`src/fcht_pkg.sv`:
```
// Package: shared constants and types for the flow counter hash table.
package fcht_pkg;

  localparam int unsigned TableSlots = 1024;
  localparam int unsigned FillW = 11;
  localparam logic [FillW-1:0] FillLimitReset = 11'd716;
  localparam logic [63:0] FnvBasis = 64'd1469598103934665603;
  localparam logic [63:0] FnvPrime = 64'd1099511628211;
  localparam int unsigned KeyBytes = 48;
  localparam int unsigned KeyW = KeyBytes * 8;
  localparam int unsigned CntW = 32;
  localparam int unsigned BytesW = 48;
  // Key, counters and a used bit at the top
  localparam int unsigned EntryW = KeyW + CntW + BytesW + 1;

  localparam logic [1:0] StEmpty = 2'd0;
  localparam logic [1:0] StHit = 2'd1;
  localparam logic [1:0] StNew = 2'd2;
  localparam logic [1:0] StFull = 2'd3;

  typedef enum logic [3:0] {
    S_CLEAR, S_IDLE, S_HASH, S_MUL, S_RDREQ, S_RDWAIT, S_CHECK, S_WRITE, S_OUT
  } state_e;

  // Hash unit control and status.
  typedef struct packed {
    logic start;
  } hash_ctl_t;

  typedef struct packed {
    logic        done;
    logic [63:0] hash;
  } hash_sts_t;

endpackage

```
`src/fcht_hash.sv`:
```
// Iterative FNV-1a-style 64-bit hash over the 48-byte key, one byte at a time (non-standard offset basis).
module fcht_hash (
  input  logic                    clk_i,
  input  logic                    rst_ni,
  input  fcht_pkg::hash_ctl_t     ctl_i,
  input  logic [fcht_pkg::KeyW-1:0] key_i,
  output fcht_pkg::hash_sts_t     sts_o
);

  logic [63:0] h_q, h_d;
  logic [63:0] x_q, x_d;
  logic [5:0]  idx_q, idx_d;
  logic        busy_q, busy_d;
  logic        phase_q, phase_d;
  logic        done_q, done_d;
  logic [fcht_pkg::KeyW-1:0] key_q, key_d;

  // Xor one byte, then multiply by the prime in the next cycle
  always_comb begin
    h_d = h_q;
    x_d = x_q;
    idx_d = idx_q;
    busy_d = busy_q;
    phase_d = phase_q;
    done_d = 1'b0;
    key_d = key_q;
    if (ctl_i.start) begin
      h_d = fcht_pkg::FnvBasis;
      idx_d = '0;
      busy_d = 1'b1;
      phase_d = 1'b0;
      key_d = key_i;
    end else if (busy_q) begin
      if (!phase_q) begin
        x_d = h_q ^ {56'd0, key_q[7:0]};
        key_d = key_q >> 8;
        phase_d = 1'b1;
      end else begin
        // Prime is 2^40 + 0x1B3: multiply with shifts and adds
        h_d = (x_q << 40) + (x_q << 8) + (x_q << 7) + (x_q << 5) + (x_q << 4) +
              (x_q << 1) + x_q;
        phase_d = 1'b0;
        idx_d = idx_q + 6'd1;
        if (idx_q == 6'(fcht_pkg::KeyBytes - 1)) begin
          busy_d = 1'b0;
          done_d = 1'b1;
        end
      end
    end
  end

  // Hold control state
  always_ff @(posedge clk_i or negedge rst_ni) begin
    if (!rst_ni) begin
      idx_q <= '0;
      busy_q <= 1'b0;
      phase_q <= 1'b0;
      done_q <= 1'b0;
    end else begin
      idx_q <= idx_d;
      busy_q <= busy_d;
      phase_q <= phase_d;
      done_q <= done_d;
    end
  end

  // Advance datapath
  always_ff @(posedge clk_i) begin
    h_q <= h_d;
    x_q <= x_d;
    key_q <= key_d;
  end

  assign sts_o.done = done_q;
  assign sts_o.hash = h_q;

endmodule

```
`config.mk`:
```
export PLATFORM = sky130hd
export DESIGN_NAME = fcht_hash
export DESIGN_NICKNAME = d
export VERILOG_FILES = /design/src/fcht_pkg.sv /design/src/fcht_hash.sv
export SDC_FILE = /design/constraint.sdc
export NUM_CORES = 1
export LEC_CHECK = 0
export ABC_AREA = 1
export BUFFER_PORTS_ARGS = -buffer_cell sky130_fd_sc_hd__buf_2
export CORE_MARGIN = 2
export CORE_UTILIZATION = 40
export DETAILED_ROUTE_END_ITERATION = 10
export GPL_ROUTABILITY_DRIVEN = 0
export SYNTH_ARGS = -nofsm -noshare
export SYNTH_HDL_FRONTEND = slang
export SYNTH_SLANG_ARGS = --single-unit
```
`constraint.sdc`:
```
create_clock -name clk_i -period 46.3 [get_ports clk_i]
set_input_delay 6.945 -clock clk_i [delete_from_list [all_inputs] [get_ports clk_i]]
set_output_delay 6.945 -clock clk_i [all_outputs]
set_load 0.05 [all_outputs]
```
# After elaboration in Yosys (flattened, before gate mapping)

Cells that the tools add are included.

Add/sub/neg operators: 7
Equality and inequality tests: 2
Mux-type cells: 17
Bitwise gates (word level): 3
Reduce and logical (&&, ||, !) cells: 6

Operator list:

| cell                                                           | number |
|---|---|
| 384-bit 2-to-1 mux                                             | 3 |
| 64-bit adder                                                   | 6 |
| 64-bit by 8-bit XOR with 64-bit output                         | 1 |
| 6-bit 2-to-1 mux                                               | 3 |
| 1-bit 2-to-1 mux                                               | 11 |
| 6-bit by 1-bit adder with 6-bit output (second input constant) | 1 |
| 6-bit == test (second input constant)                          | 1 |
| 2-bit AND reduction                                            | 3 |
| 2-bit nonzero test                                             | 2 |
| 3-bit AND reduction                                            | 1 |
| 2-bit inequality test (second input constant)                  | 1 |
| 1-bit inverter                                                 | 2 |

Register bits after elaboration: 521
Bits of input ports: 387
Output and inout bits: 65

# Logic depth before layout (Yosys ltp)

Word-level depth: 6
Gate-level depth with buffers: 23
Depth with buffers taken out: 23

# Least setup slack after synthesis

Ideal clock, no wire load.

Kind: register to register
Start: reg busy_q
End: reg key_q[0] (netlist name) (enable)
Setup time: 1662 ps
Arrival: 27126 ps
Data required time: 44638 ps
Setup slack: 17513 ps
Cell stages (with the launch flop): 3
Path buffers: 0
Clock period less this slack: 28787 ps
Path through: dfrtp_1 -> inv_1 -> o21ai_0

Word-level cells in the longest chain between the ends: 2

Ends and longest elaborated chain:

| item                                 | line            | source |
|---|---|---|
| start: declaration                   | fcht_hash.sv:13 | `logic busy_q, busy_d;` |
| start signal: assignment             | fcht_hash.sv:61 | `busy_q <= busy_d;` |
| 2-bit nonzero test (no source line)  | --              |  |
| 2-bit AND reduction (no source line) | --              |  |
| end signal: assignment               | fcht_hash.sv:71 | `key_q <= key_d;` |
| end: declaration                     | fcht_hash.sv:16 | `logic [fcht_pkg::KeyW-1:0] key_q, key_d;` |

No other way between the ends.
A chain may end at the register's enable or synchronous reset.

# Worst setup path in the final report

Start: in ctl_i
End: reg key_q[74] (netlist name) (enable)

Word-level cells in the longest chain between the ends: 2
Elaborated cells on any way between the ends: 3
Those cells by class: 1 x eq/ne; 2 x reduce/logical

Ends and longest elaborated chain:

| item                                                                                | line           | source |
|---|---|---|
| start: declaration                                                                  | fcht_hash.sv:5 | `input fcht_pkg::hash_ctl_t ctl_i,` |
| 2-bit inequality test (no source line) / 2-bit nonzero test (equally long branches) | --             |  |
| 2-bit AND reduction (no source line) *                                              | --             |  |

Mark *: on every way between the ends. The rest lies on a longest branch, timed or not.

==> metrics <==
final worst path period share 0.224; Post-Syn Nets between 4000 and 5000; Synth top cells by count nand2_1, inv_1, edfxtp_1; end point of the critical path key_q[74]; multi-input logic area 15300 µm²; Layout Nets about 5100; flip-flop and latch area 15000 µm²; io pins approximately 450; WP data required about 47000 ps; ANT nets after route 0; hold slack final 459 ps; Crit. End Element flip-flop; largest net degree at the start of global routing around 210; clock tree buffer depth 3; vias in the first global route 25872; CP Launch Type input pin; core area around 83000 µm²; placed inst area 36800 µm²; clk slew on worst S/H paths 60 ps; synthesized area per cell between 8 and 9 µm²; I/O Buffers approximately 450; CTS tree done; GRT Residual Overflow 0; Die Height 293 µm; post-route cell area slightly below 40000 µm²; Mapped Cells about 4000; Synth Cell Area between 30000 and 40000 µm²; DRT Wirelength approximately 99 mm; actual slew at the worst max-slew pin between 1000 and 1500 ps; Synth async-reset ratio 0.0173; Arr. time, crit path around 11000 ps; CTS buffer count 60; RSZ-0062 raised after global routing false; final setup violation count 0; Ys Warns 0; 1st-iter DRT viols 2165; H-tree level count 2; clock sinks 521; initial core utilization 0.402; CTS Hold Buffers Added 0; Setup crit start ctl_i; sequential fraction of the synthesis area 0.447; synth unique cells 43; R2R Setup Slk ~41000 ps; Post-synth EDFFs 448; number of synthesized register bits 521; Reg-to-Reg End h_q[56]; Tot GR Track Use 0.231; Vias about 26000; Chip Width roughly 300 µm; worst skew pair latency 660 ps; area leader, netlist edfxtp_1; ranking of synthesized cells by area edfxtp_1, nand2_1, fa_1, inv_1, ha_1; Hold Path Class reg2reg; CTS resizes 0; setup tns final 0 ps; share of the synthesized area in the top cell type 0.402; layout cells sized above 1 0.141; Layout fillers 8088; final setup skew around 46 ps; f_max a little under 100 MHz; Hold Fails Final Rpt 0; launching point of the worst reg2reg path x_q[2]; worst r2r path cells 20; Max Cap Viol 0; Worst Path Max Fanout 105; first-pass GRT wire length between 150 and 200 mm; Rows roughly 110; DR WL/cell approximately 18 µm; initial antenna violation count 32; Final Critical Period about 10000 ps; prevailing post-synth register cell edfxtp_1; most numerous cell in the Yosys netlist nand2_1; # DRC 0; Final HPWL DP roughly 77 mm; Slew headroom 0.216; DIE AREA 85900 µm²; area grow syn2layout 15.9%; CP Class in2reg; First-pass DRT Iterations 6; Slew Limit Fails 0; Setup Fix Bufs, Post-CTS 0; CTS root buffer clkbuf_16; detailed-route vias per instance ~4.7; status finished clean
## worst min path at each step
stage          depth (start not counted)      from  slack [ps]  endpoint
2_1_floorplan                          1  idx_q[5]         430  idx_q[5]
3_3_place_gp                           0   h_q[21]         430   x_q[21]
3_5_place_dp                           0   h_q[62]         440   x_q[62]
4_1_cts                                0   h_q[10]         450   x_q[10]
5_1_grt                                0   h_q[49]         470   x_q[49]
6_report                               0   h_q[10]         460   x_q[10]
## layer usage
metal	routed length, µm	global-route usage
met2	45800	0.375
met3	8500	0.0580
met4	2350	0.0542
met5	237	0
met1	42000	0.310
## cell type report
| cell class | count | area share |
|---|---|---|
| multi-input combinational | 2532 | 0.396 |
| sequential | 521 | 0.386 |
| tap | 1080 | 0.0349 |
| antenna | 17 | 0.00110 |
| clock inverter | 33 | 0.00691 |
| timing repair buffer | 469 | 0.0623 |
| clock buffer | 77 | 0.0414 |
| inverter | 736 | 0.0715 |
## cells in the final DEF, fill, tap and decap left out, types with 4 or more instances in the layout
cell / n
clkbuf_8: 4
edfxtp_1: 448
clkbuf_16: 60
clkinv_2: 7
o21ai_1: 4
nand3_1: 83
a21oi_1: 77
nand4_1: 18
buf_4: 17
nor2_1: 100
nor3_1: 11
dfrtp_1: 9
clkbuf_1: 13
and3_1: 4
nor2_2: 23
inv_2: 11
a22o_1: 5
ha_1: 107
nand3b_1: 5
o21bai_1: 9
clkinv_1: 19
diode_2: 17
or2_2: 5
buf_2: 450
a32o_1: 4
nand2_1: 1734
dfxtp_1: 64
fa_1: 251
o21ai_0: 25
xnor2_1: 11
nand2_2: 10
inv_1: 723
xor2_1: 17
nand3_2: 9
## worst max-delay path, cell delays in order
cell and delay, ps:
buf_8 460, inv_8 370, o21ai_4 140, buf_4 790, buf_4 810, buf_4 930
## cell families (layout without fill, tap and decap cells)
family,after synthesis,count (layout),synth area share
xor gates and xnor gates,28,28,0.00734
buffers and inverters,839,1315,0.0948
other,0,17,0
and+or+nand+nor,2016,2016,0.238
DFF,521,521,0.447
adders and majority gates,358,358,0.190
AOI/OAI and AO/OA,130,130,0.0219
## registers in the layout, summed over array words and instances, names as in the netlist
name / flops
busy_q: 1
done_q: 1
h_q: 64
idx_q: 6
key_q: 384
phase_q: 1
x_q: 64
## stage by stage
stage,setup slack [ps],utilization,cells
floorplan,17510,-,3892
global placement,35210,0.443,5338
detailed placement,35260,0.443,5338
CTS,35910,0.465,5448
global route,35600,0.466,5456
finish,35910,0.466,5465
Power is not shown: default switching activity piles up to over one toggle a cycle in this logic, so the estimate is an artifact.
