[config.mk]
export PLATFORM = sky130hd
export DESIGN_NAME = fcht_ram
export DESIGN_NICKNAME = d
export VERILOG_FILES = /design/src/fcht_ram.sv
export SDC_FILE = /design/constraint.sdc
export NUM_CORES = 1
export LEC_CHECK = 0
export ABC_CLOCK_PERIOD_IN_PS = 1620
export BUFFER_PORTS_ARGS = -buffer_cell sky130_fd_sc_hd__clkbuf_2
export CORE_UTILIZATION = 54
export CTS_CLUSTER_DIAMETER = 40
export DETAILED_ROUTE_END_ITERATION = 7
export PLACE_DENSITY = 0.71
export SYNTH_ARGS = -nofsm -noshare
export SYNTH_HDL_FRONTEND = slang
export SYNTH_SLANG_ARGS = --single-unit
[constraint.sdc]
create_clock -name clk_i -period 1.62 [get_ports clk_i]
set_clock_uncertainty 0.1 [all_clocks]
set_input_delay 0.162 -clock clk_i [delete_from_list [all_inputs] [get_ports clk_i]]
set_output_delay 0.162 -clock clk_i [all_outputs]
set_load 0.01 [all_outputs]
[src/fcht_ram.sv]
// Generic single-port RAM with registered read.
module fcht_ram #(
  parameter int unsigned Width = 8,
  parameter int unsigned Depth = 16
) (
  input  logic                     clk_i,
  input  logic                     we_i,
  input  logic [$clog2(Depth)-1:0] addr_i,
  input  logic [Width-1:0]         wdata_i,
  output logic [Width-1:0]         rdata_o
);

  logic [Width-1:0] mem_q [Depth];

  // Write or read one entry per cycle
  always_ff @(posedge clk_i) begin
    if (we_i) begin
      mem_q[addr_i] <= wdata_i;
    end
    rdata_o <= mem_q[addr_i];
  end

endmodule

# After elaboration in Yosys (flattened, before gate mapping)
# Memory sizes are Yosys's and may differ from the RTL's. A register that Yosys moved wholly into a read port is not among the register bits.
# Index checks and enable logic that the tools add are counted.
# classes
mux	2
# ops
operator	count
$mux 1	2
# totals
reg_bits	0
ramBits	128
in_bits	14
output_inout_bits	8
word_cells	3
mem_count	1
# mem_list
name	depth	width	rd	rd_clocked_by_memory_dff	wr	line	rtl
mem_q	16	8	1	1	1	13	logic [Width-1:0] mem_q [Depth];

# Depth between registers and ports, before layout
# Gate-level depths: netlist of run 1.
# depth
ltp_word	2
depth_mapped	5
mapped_depth_nobuf	3

# Worst setup path after synthesis of run 1
# Ideal clock, no wire load.
# synth_timing
kind	input-to-reg
startpoint	input port addr_i[2]
endpoint	memory mem_q[0][0], enable pin
setup_time_ns	0.383
arrival_time_ns	1.272
setup_slack_ns	-0.135
cell_stages	2
n_path_buf	0
path_cell_list	or3b_2 > nor3_1
# synth_lines
element	line	rtl
start, declared	8	input logic [$clog2(Depth)-1:0] addr_i,
end, declared	13	
# Straight into the memory's write port.

==> flow_summary.toml, run 1 <==
[status]
run_status = "finished clean"

[yosys]
synth_seq_cells = 136
synth_top_family_by_area = "multiplexers"
post-synth-top-area-fraction = 0.759
synth_enable_flop_cells = 128
syn_area_per_cell_sq_um = 22.0
synth.mux.area_fraction = 0.142
yosys_most_used_dff = "sky130_fd_sc_hd__edfxtp_1"
synth_area_in_compound_gates = 0.0237
synth-xor-area-share = 0
synthArstFlopShare = 0
synth_simple_gate_area_frac = 0.0321
synth-warning-count = 0
synth_common_cells = "128 x sky130_fd_sc_hd__edfxtp_1, 32 x sky130_fd_sc_hd__mux4_2, 16 x sky130_fd_sc_hd__a22oi_1"
post_synth_instance_area_sq_um = 5070
synthTopCellsByArea = "sky130_fd_sc_hd__edfxtp_1 76%, sky130_fd_sc_hd__mux4_2 14%, sky130_fd_sc_hd__dfxtp_1 3.2%"
post_synth_inst_count = 230
synth_top_area_cell = "sky130_fd_sc_hd__edfxtp_1"
synthAdderAreaFrac = 0
synth.yosys.seq_area_share = 0.790
synth_net_count = 244
synth_most_common_cell = "sky130_fd_sc_hd__edfxtp_1"
netlist-cell-type-count = 18

[layout]
antenna_cells = 0
finalNonFillerCells = 427
postLayoutCellArea_sq_um = 6330
finalCoreUtilization = 0.712
area_delta_synth_final_pct = 25.0
finalNetCount = 320
post_route_cells_drive_above_1_share = 0.398

[worst_setup_path]
data_arrival_time_of_the_critical_path_ns = 1.72
critical_path.max_fanout = 1
critical_path_class = "reg -> reg"
critical_path.reg2reg.startpoint = "mem_q[6][3]"
critical_path_required_ns = 1.91
worstPathBufferInverterCount = 0
worstPathCellList = "mux4_2, a22oi_1, nand2_1"
critical_path.slowest_cell = "sky130_fd_sc_hd__mux4_2"
critPathCaptureType = "flip-flop"
startpoint_type = "flip-flop"
cpLargestDelayFamily = "multiplexers"
timing.reg2reg.setup_slack_ns = 0.18
rr_worst_depth = 3
worstReg2RegEnd = "rdata_o[3]"
timing.critical_path.slowest_cell_delay_ns = 0.47

[routing]
routed_wirelength_microns = 9980
detailedRoute.firstIterationViolations = 161
antenna_violating_nets_post_route = 0
drc = 0
first_drt_pass_iteration_count = 4
dr_total_vias = 2507
routed_wire_length_per_instance_microns = 23.4
via_per_inst = 5.87

[pwr]
power_density_nw_per_um2 = 1320
p_leak_nw = 2.18
vdd_drop_max_mv = 0.816

[job]
max_cap_violations = 0

[sta]
grt_setup_unrepaired = "no"
final.hold.worst_slack_ns = 0.0301
slew_at_the_pin_closest_to_its_max_slew_limit_ns = 0.782
min_period_over_period = 0.886
max_freq_ghz = 0.697
timing.max_slew.rel_slack = 0.477
final-setup-viol-count = 0
period_minus_slack_ns = 1.44
slew_violations = 0
final.setup.tns_ns = 0
timing.final.hold_violations = 0

[global_routing]
grt_first_pass_wirelength_microns = 15200
grt_usage = 0.228
antenna_found_initial = 0
remaining_overflow_grt = 0
largest_net_degree_at_the_start_of_global_routing = 24
vias_in_the_first_global_route = 2624

[clocking]
clock_transition_at_the_registers_of_the_reported_paths_ns = 0.06
clock_sink_count = 136
htree_levels = 4
cts.repair_timing.setup_buffer_count = 0
cts_buffers = 17
cts-resized-gates = 0
clock_tree_from_tritoncts = "built"
worst_skew_pair.late_latency_ns = 0.51
maximum_clock_insertion_buffer_count = 2
clock-root-buffer = "sky130_fd_sc_hd__clkbuf_8"

[min_path]
hold_path.startpoint = "wdata_i[6]"
timing.hold.worst_endpoint = "mem_q[6][6]"
worstHoldPathType = "in -> reg"
worst_hold_path.num_cells = 1

[place]
cell_area_reported_after_detailed_placement_sq_um = 5650
globalplace.congestion = 0.794
dp_hpwl_microns = 6370
placed_cells = 388
placement.io_buffers = 21

[floorplan]
fp-row-count = 34
floorplan.initialDensity = 0.570
core_sq_um = 8890
floorplan.die.height_microns = 98.9
ioPinCount = 22
die_width_microns = 98.9
total_die_area_sq_um = 9780
-- layout make-up --
type / count / area (sq um)
clock buffers: 20 / 445
clock inverters: 12 / 174
fillers: 523 / 2560
multi-input cells: 83 / 1010
flip-flops and latches: 136 / 4000
well taps: 108 / 135
repair buffers: 68 / 563
-- routing by layer --
| layer | track usage | part of all wire | up-vias |
|---|---|---|---|
| li1 | - | - | 1116 |
| met1 | 0.311 | 0.44 | 1293 |
| met2 | 0.352 | 0.50 | 81 |
| met3 | 0.0603 | 0.045 | 17 |
| met4 | 0.0964 | 0.021 | 0 |
| met5 | 0 | 0 | - |
-- state kept, by name, indices dropped and copies added (netlist names) --
register	cells
mem_q	128
rdata_o	8
-- cells in the final DEF (no fill, tap or decap), drive strengths merged --
| cell | n |
|---|---|
| and2 | 1 |
| edfxtp | 128 |
| nor2b | 2 |
| nand3 | 1 |
| clkinv | 5 |
| nor3 | 4 |
| nand2b | 2 |
| buf | 40 |
| bufinv | 4 |
| nand3b | 2 |
| a22oi | 16 |
| clkbuf | 41 |
| or3b | 1 |
| mux4 | 32 |
| dlygate4sd3 | 7 |
| nand2 | 9 |
| nor2 | 13 |
| clkinvlp | 3 |
| dfxtp | 8 |
-- kinds of logic after synthesis --
family / after synthesis
and+or+nand+nor: 35
muxes: 32
AOI/OAI and AO/OA: 16
DFF: 136
buffers and inverters: 11
-- timing repair --
action | CTS | global route
setup endpoints to repair | 0 | 0
hold buffers | 7 | 0
endpoints found under the hold margin | 112 | 0
-- worst register-to-register path, cell delays in order, from the launching register on --
cell                       delay (ns)
sky130_fd_sc_hd__edfxtp_1        0.40
sky130_fd_sc_hd__mux4_2          0.47
sky130_fd_sc_hd__a22oi_1         0.22
sky130_fd_sc_hd__nand2_1         0.12
-- how the worst max path moves through the flow --
stage | start | to | slack (ns) | depth (start not counted)
2_1_floorplan | addr_i[1] | mem_q[12][0] | -0.08 | 3
3_3_place_gp | addr_i[0] | rdata_o[2] | -0.10 | 6
3_5_place_dp | addr_i[0] | rdata_o[2] | -0.11 | 6
4_1_cts | mem_q[15][7] | rdata_o[7] | 0.15 | 3
5_1_grt | mem_q[15][3] | rdata_o[3] | 0.12 | 3
6_report | mem_q[6][3] | rdata_o[3] | 0.18 | 3
-- where the power goes --
part	internal (W)	switching [W]	total (W)
clock network	0.00257	0.00138	0.00395
registers	0.00394	0.0000285	0.00396
logic	0.000201	0.000226	0.000427
-- metrics by stage --
| stage | total power, W | worst slack (ns) |
|---|---|---|
| detailed placement | 0.00445 | -0.114 |
| global placement | 0.00444 | -0.105 |
| global route | 0.00856 | 0.125 |
| finish | 0.00834 | 0.184 |
| CTS | 0.00839 | 0.148 |
| floorplan | 0.00424 | -0.0801 |
Note: power is estimated with default switching activity, not from simulation.
==> run 2, diff against run 1 <==
--- a/config.mk
+++ b/config.mk
@@ -10,6 +10,7 @@
 export CORE_UTILIZATION = 54
 export CTS_CLUSTER_DIAMETER = 40
 export DETAILED_ROUTE_END_ITERATION = 7
+export MAX_ROUTING_LAYER = met4
 export PLACE_DENSITY = 0.71
 export SYNTH_ARGS = -nofsm -noshare
 export SYNTH_HDL_FRONTEND = slang
==> flow_summary.toml, run 2 (synthesis results as in run 1) <==
[floorplan]
floorplan.initialDensity = 0.570
die_width_microns = 98.9
floorplan.die.height_microns = 98.9
fp-row-count = 34
ioPinCount = 22
core_sq_um = 8890
total_die_area_sq_um = 9780

[global_routing]
vias_in_the_first_global_route = 2619
remaining_overflow_grt = 0
largest_net_degree_at_the_start_of_global_routing = 24
grt_first_pass_wirelength_microns = 15200
antenna_found_initial = 0
grt_usage = 0.235

[layout]
area_delta_synth_final_pct = 25.0
antenna_cells = 0
layout_commonest_cell = "sky130_fd_sc_hd__edfxtp_1"
finalCoreUtilization = 0.712
registers.top_by_ff_count = "mem_q"
largestRegisters = "mem_q x128, rdata_o x8"
finalNetCount = 320
finalNonFillerCells = 427
post_route_cells_drive_above_1_share = 0.398
postLayoutCellArea_sq_um = 6330
final_cell_mix = "128 x sky130_fd_sc_hd__edfxtp_1, 33 x sky130_fd_sc_hd__buf_4, 32 x sky130_fd_sc_hd__mux4_2"
max_reg_flops = 128

[sta]
slew_violations = 0
max_freq_ghz = 0.700
min_period_over_period = 0.882
grt_setup_unrepaired = "no"
final-setup-viol-count = 0
slew_at_the_pin_closest_to_its_max_slew_limit_ns = 0.767
timing.final.hold_violations = 0
setup_slack_ns = 0.191
period_minus_slack_ns = 1.43
timing.max_slew.rel_slack = 0.487

[worst_setup_path]
rr_worst_depth = 3
data_arrival_time_of_the_critical_path_ns = 1.72
worst_setup_path_startpoint = "mem_q[8][1]"
critical_path.reg2reg.startpoint = "mem_q[8][1]"
worstReg2RegEnd = "rdata_o[1]"
critPathCaptureType = "flip-flop"
critical_path.max_fanout = 1
critical_path_required_ns = 1.91
timing.reg2reg.setup_slack_ns = 0.19
critical_path_class = "reg -> reg"
startpoint_type = "flip-flop"

[job]
max_cap_violations = 0

[routing]
routed_wirelength_microns = 10000
antenna_violating_nets_post_route = 0
detailedRoute.firstIterationViolations = 205
routed_wire_length_per_instance_microns = 23.4
via_per_inst = 5.86
dr_total_vias = 2503
drc = 0
first_drt_pass_iteration_count = 4

[clocking]
htree_levels = 4
worst_skew_pair.late_latency_ns = 0.51
clock-root-buffer = "sky130_fd_sc_hd__clkbuf_8"
cts_buffers = 17
clock_sink_count = 136
cts-hold-fix-buffers = 7
clock_transition_at_the_registers_of_the_reported_paths_ns = 0.06
clock_tree_from_tritoncts = "built"
cts-resized-gates = 0
maximum_clock_insertion_buffer_count = 2
cts.repair_timing.setup_buffer_count = 0

[place]
cell_area_reported_after_detailed_placement_sq_um = 5650
placement.io_buffers = 21
place_ws_ns = -0.114
dp_hpwl_microns = 6370
globalplace.congestion = 0.805
placed_cells = 388

[min_path]
timing.hold.worst_endpoint = "mem_q[6][6]"
worst_hold_path.num_cells = 1
worstHoldPathType = "in -> reg"
hold_path.startpoint = "wdata_i[6]"

[pwr]
power_frac_seq = 0.476
combPwrFrac = 0.051
vdd_drop_max_mv = 0.812
p_int_w = 0.00671
share_clk_of_total_power = 0.473
power.switching_w = 0.00162
power_density_nw_per_um2 = 1320
swShare = 0.195
p_leak_nw = 2.18

[status]
run_status = "finished clean"
-- run 2: cell counts in the layout (fill, tap and decap cells not counted) --
Identical to the previous run, type by type.
-- run 2: how the worst max path moves through the flow --
stage,endpoint,slack [ns],depth (start not counted)
3_5_place_dp,rdata_o[2],-0.11,6
2_1_floorplan,mem_q[12][0],-0.08,3
4_1_cts,rdata_o[7],0.15,3
3_3_place_gp,rdata_o[2],-0.10,6
5_1_grt,rdata_o[3],0.12,3
6_report,rdata_o[1],0.19,3
-- run 2: power groups by stage --
| stage | logic (W) | clock network (W) | registers (W) |
|---|---|---|---|
| 2_1_floorplan | 0.000204 | 0 | 0.00404 |
| 3_3_place_gp | 0.000408 | 0 | 0.00403 |
| 3_5_place_dp | 0.000416 | 0 | 0.00404 |
| 4_1_cts | 0.000431 | 0.00399 | 0.00397 |
| 5_1_grt | 0.000458 | 0.00414 | 0.00397 |
| 6_report | 0.000428 | 0.00394 | 0.00396 |
-- run 2: cell type report --
class | instances | area (sq um)
clock inverters | 12 | 174
well taps | 108 | 135
clock buffers | 20 | 445
multi-input cells | 83 | 1010
fillers | 523 | 2560
repair buffers | 68 | 563
flip-flops and latches | 136 | 4000
-- run 2: per-layer routing --
layer | up-vias | routed length (microns) | GRT usage
li1 | 1117 | - | -
met1 | 1279 | 4260 | 0.312
met2 | 92 | 5010 | 0.351
met3 | 15 | 552 | 0.0603
met4 | 0 | 178 | 0.0964
met5 | - | 0 | -
-- run 2: critical path, cell delays in order, from the launching register on --
cell and delay (ns):
sky130_fd_sc_hd__edfxtp_1 0.37, sky130_fd_sc_hd__mux4_2 0.47, sky130_fd_sc_hd__a22oi_1 0.30, sky130_fd_sc_hd__nand2_1 0.07
-- run 2: metrics by stage --
step	power (W)	hold WS, ns	TNS (ns)
floorplan	0.00424	0.161	-6.20
global placement	0.00444	0.451	-0.209
detailed placement	0.00445	0.450	-0.410
CTS	0.00839	0.0168	0
global route	0.00856	0.0287	0
finish	0.00833	0.0360	0
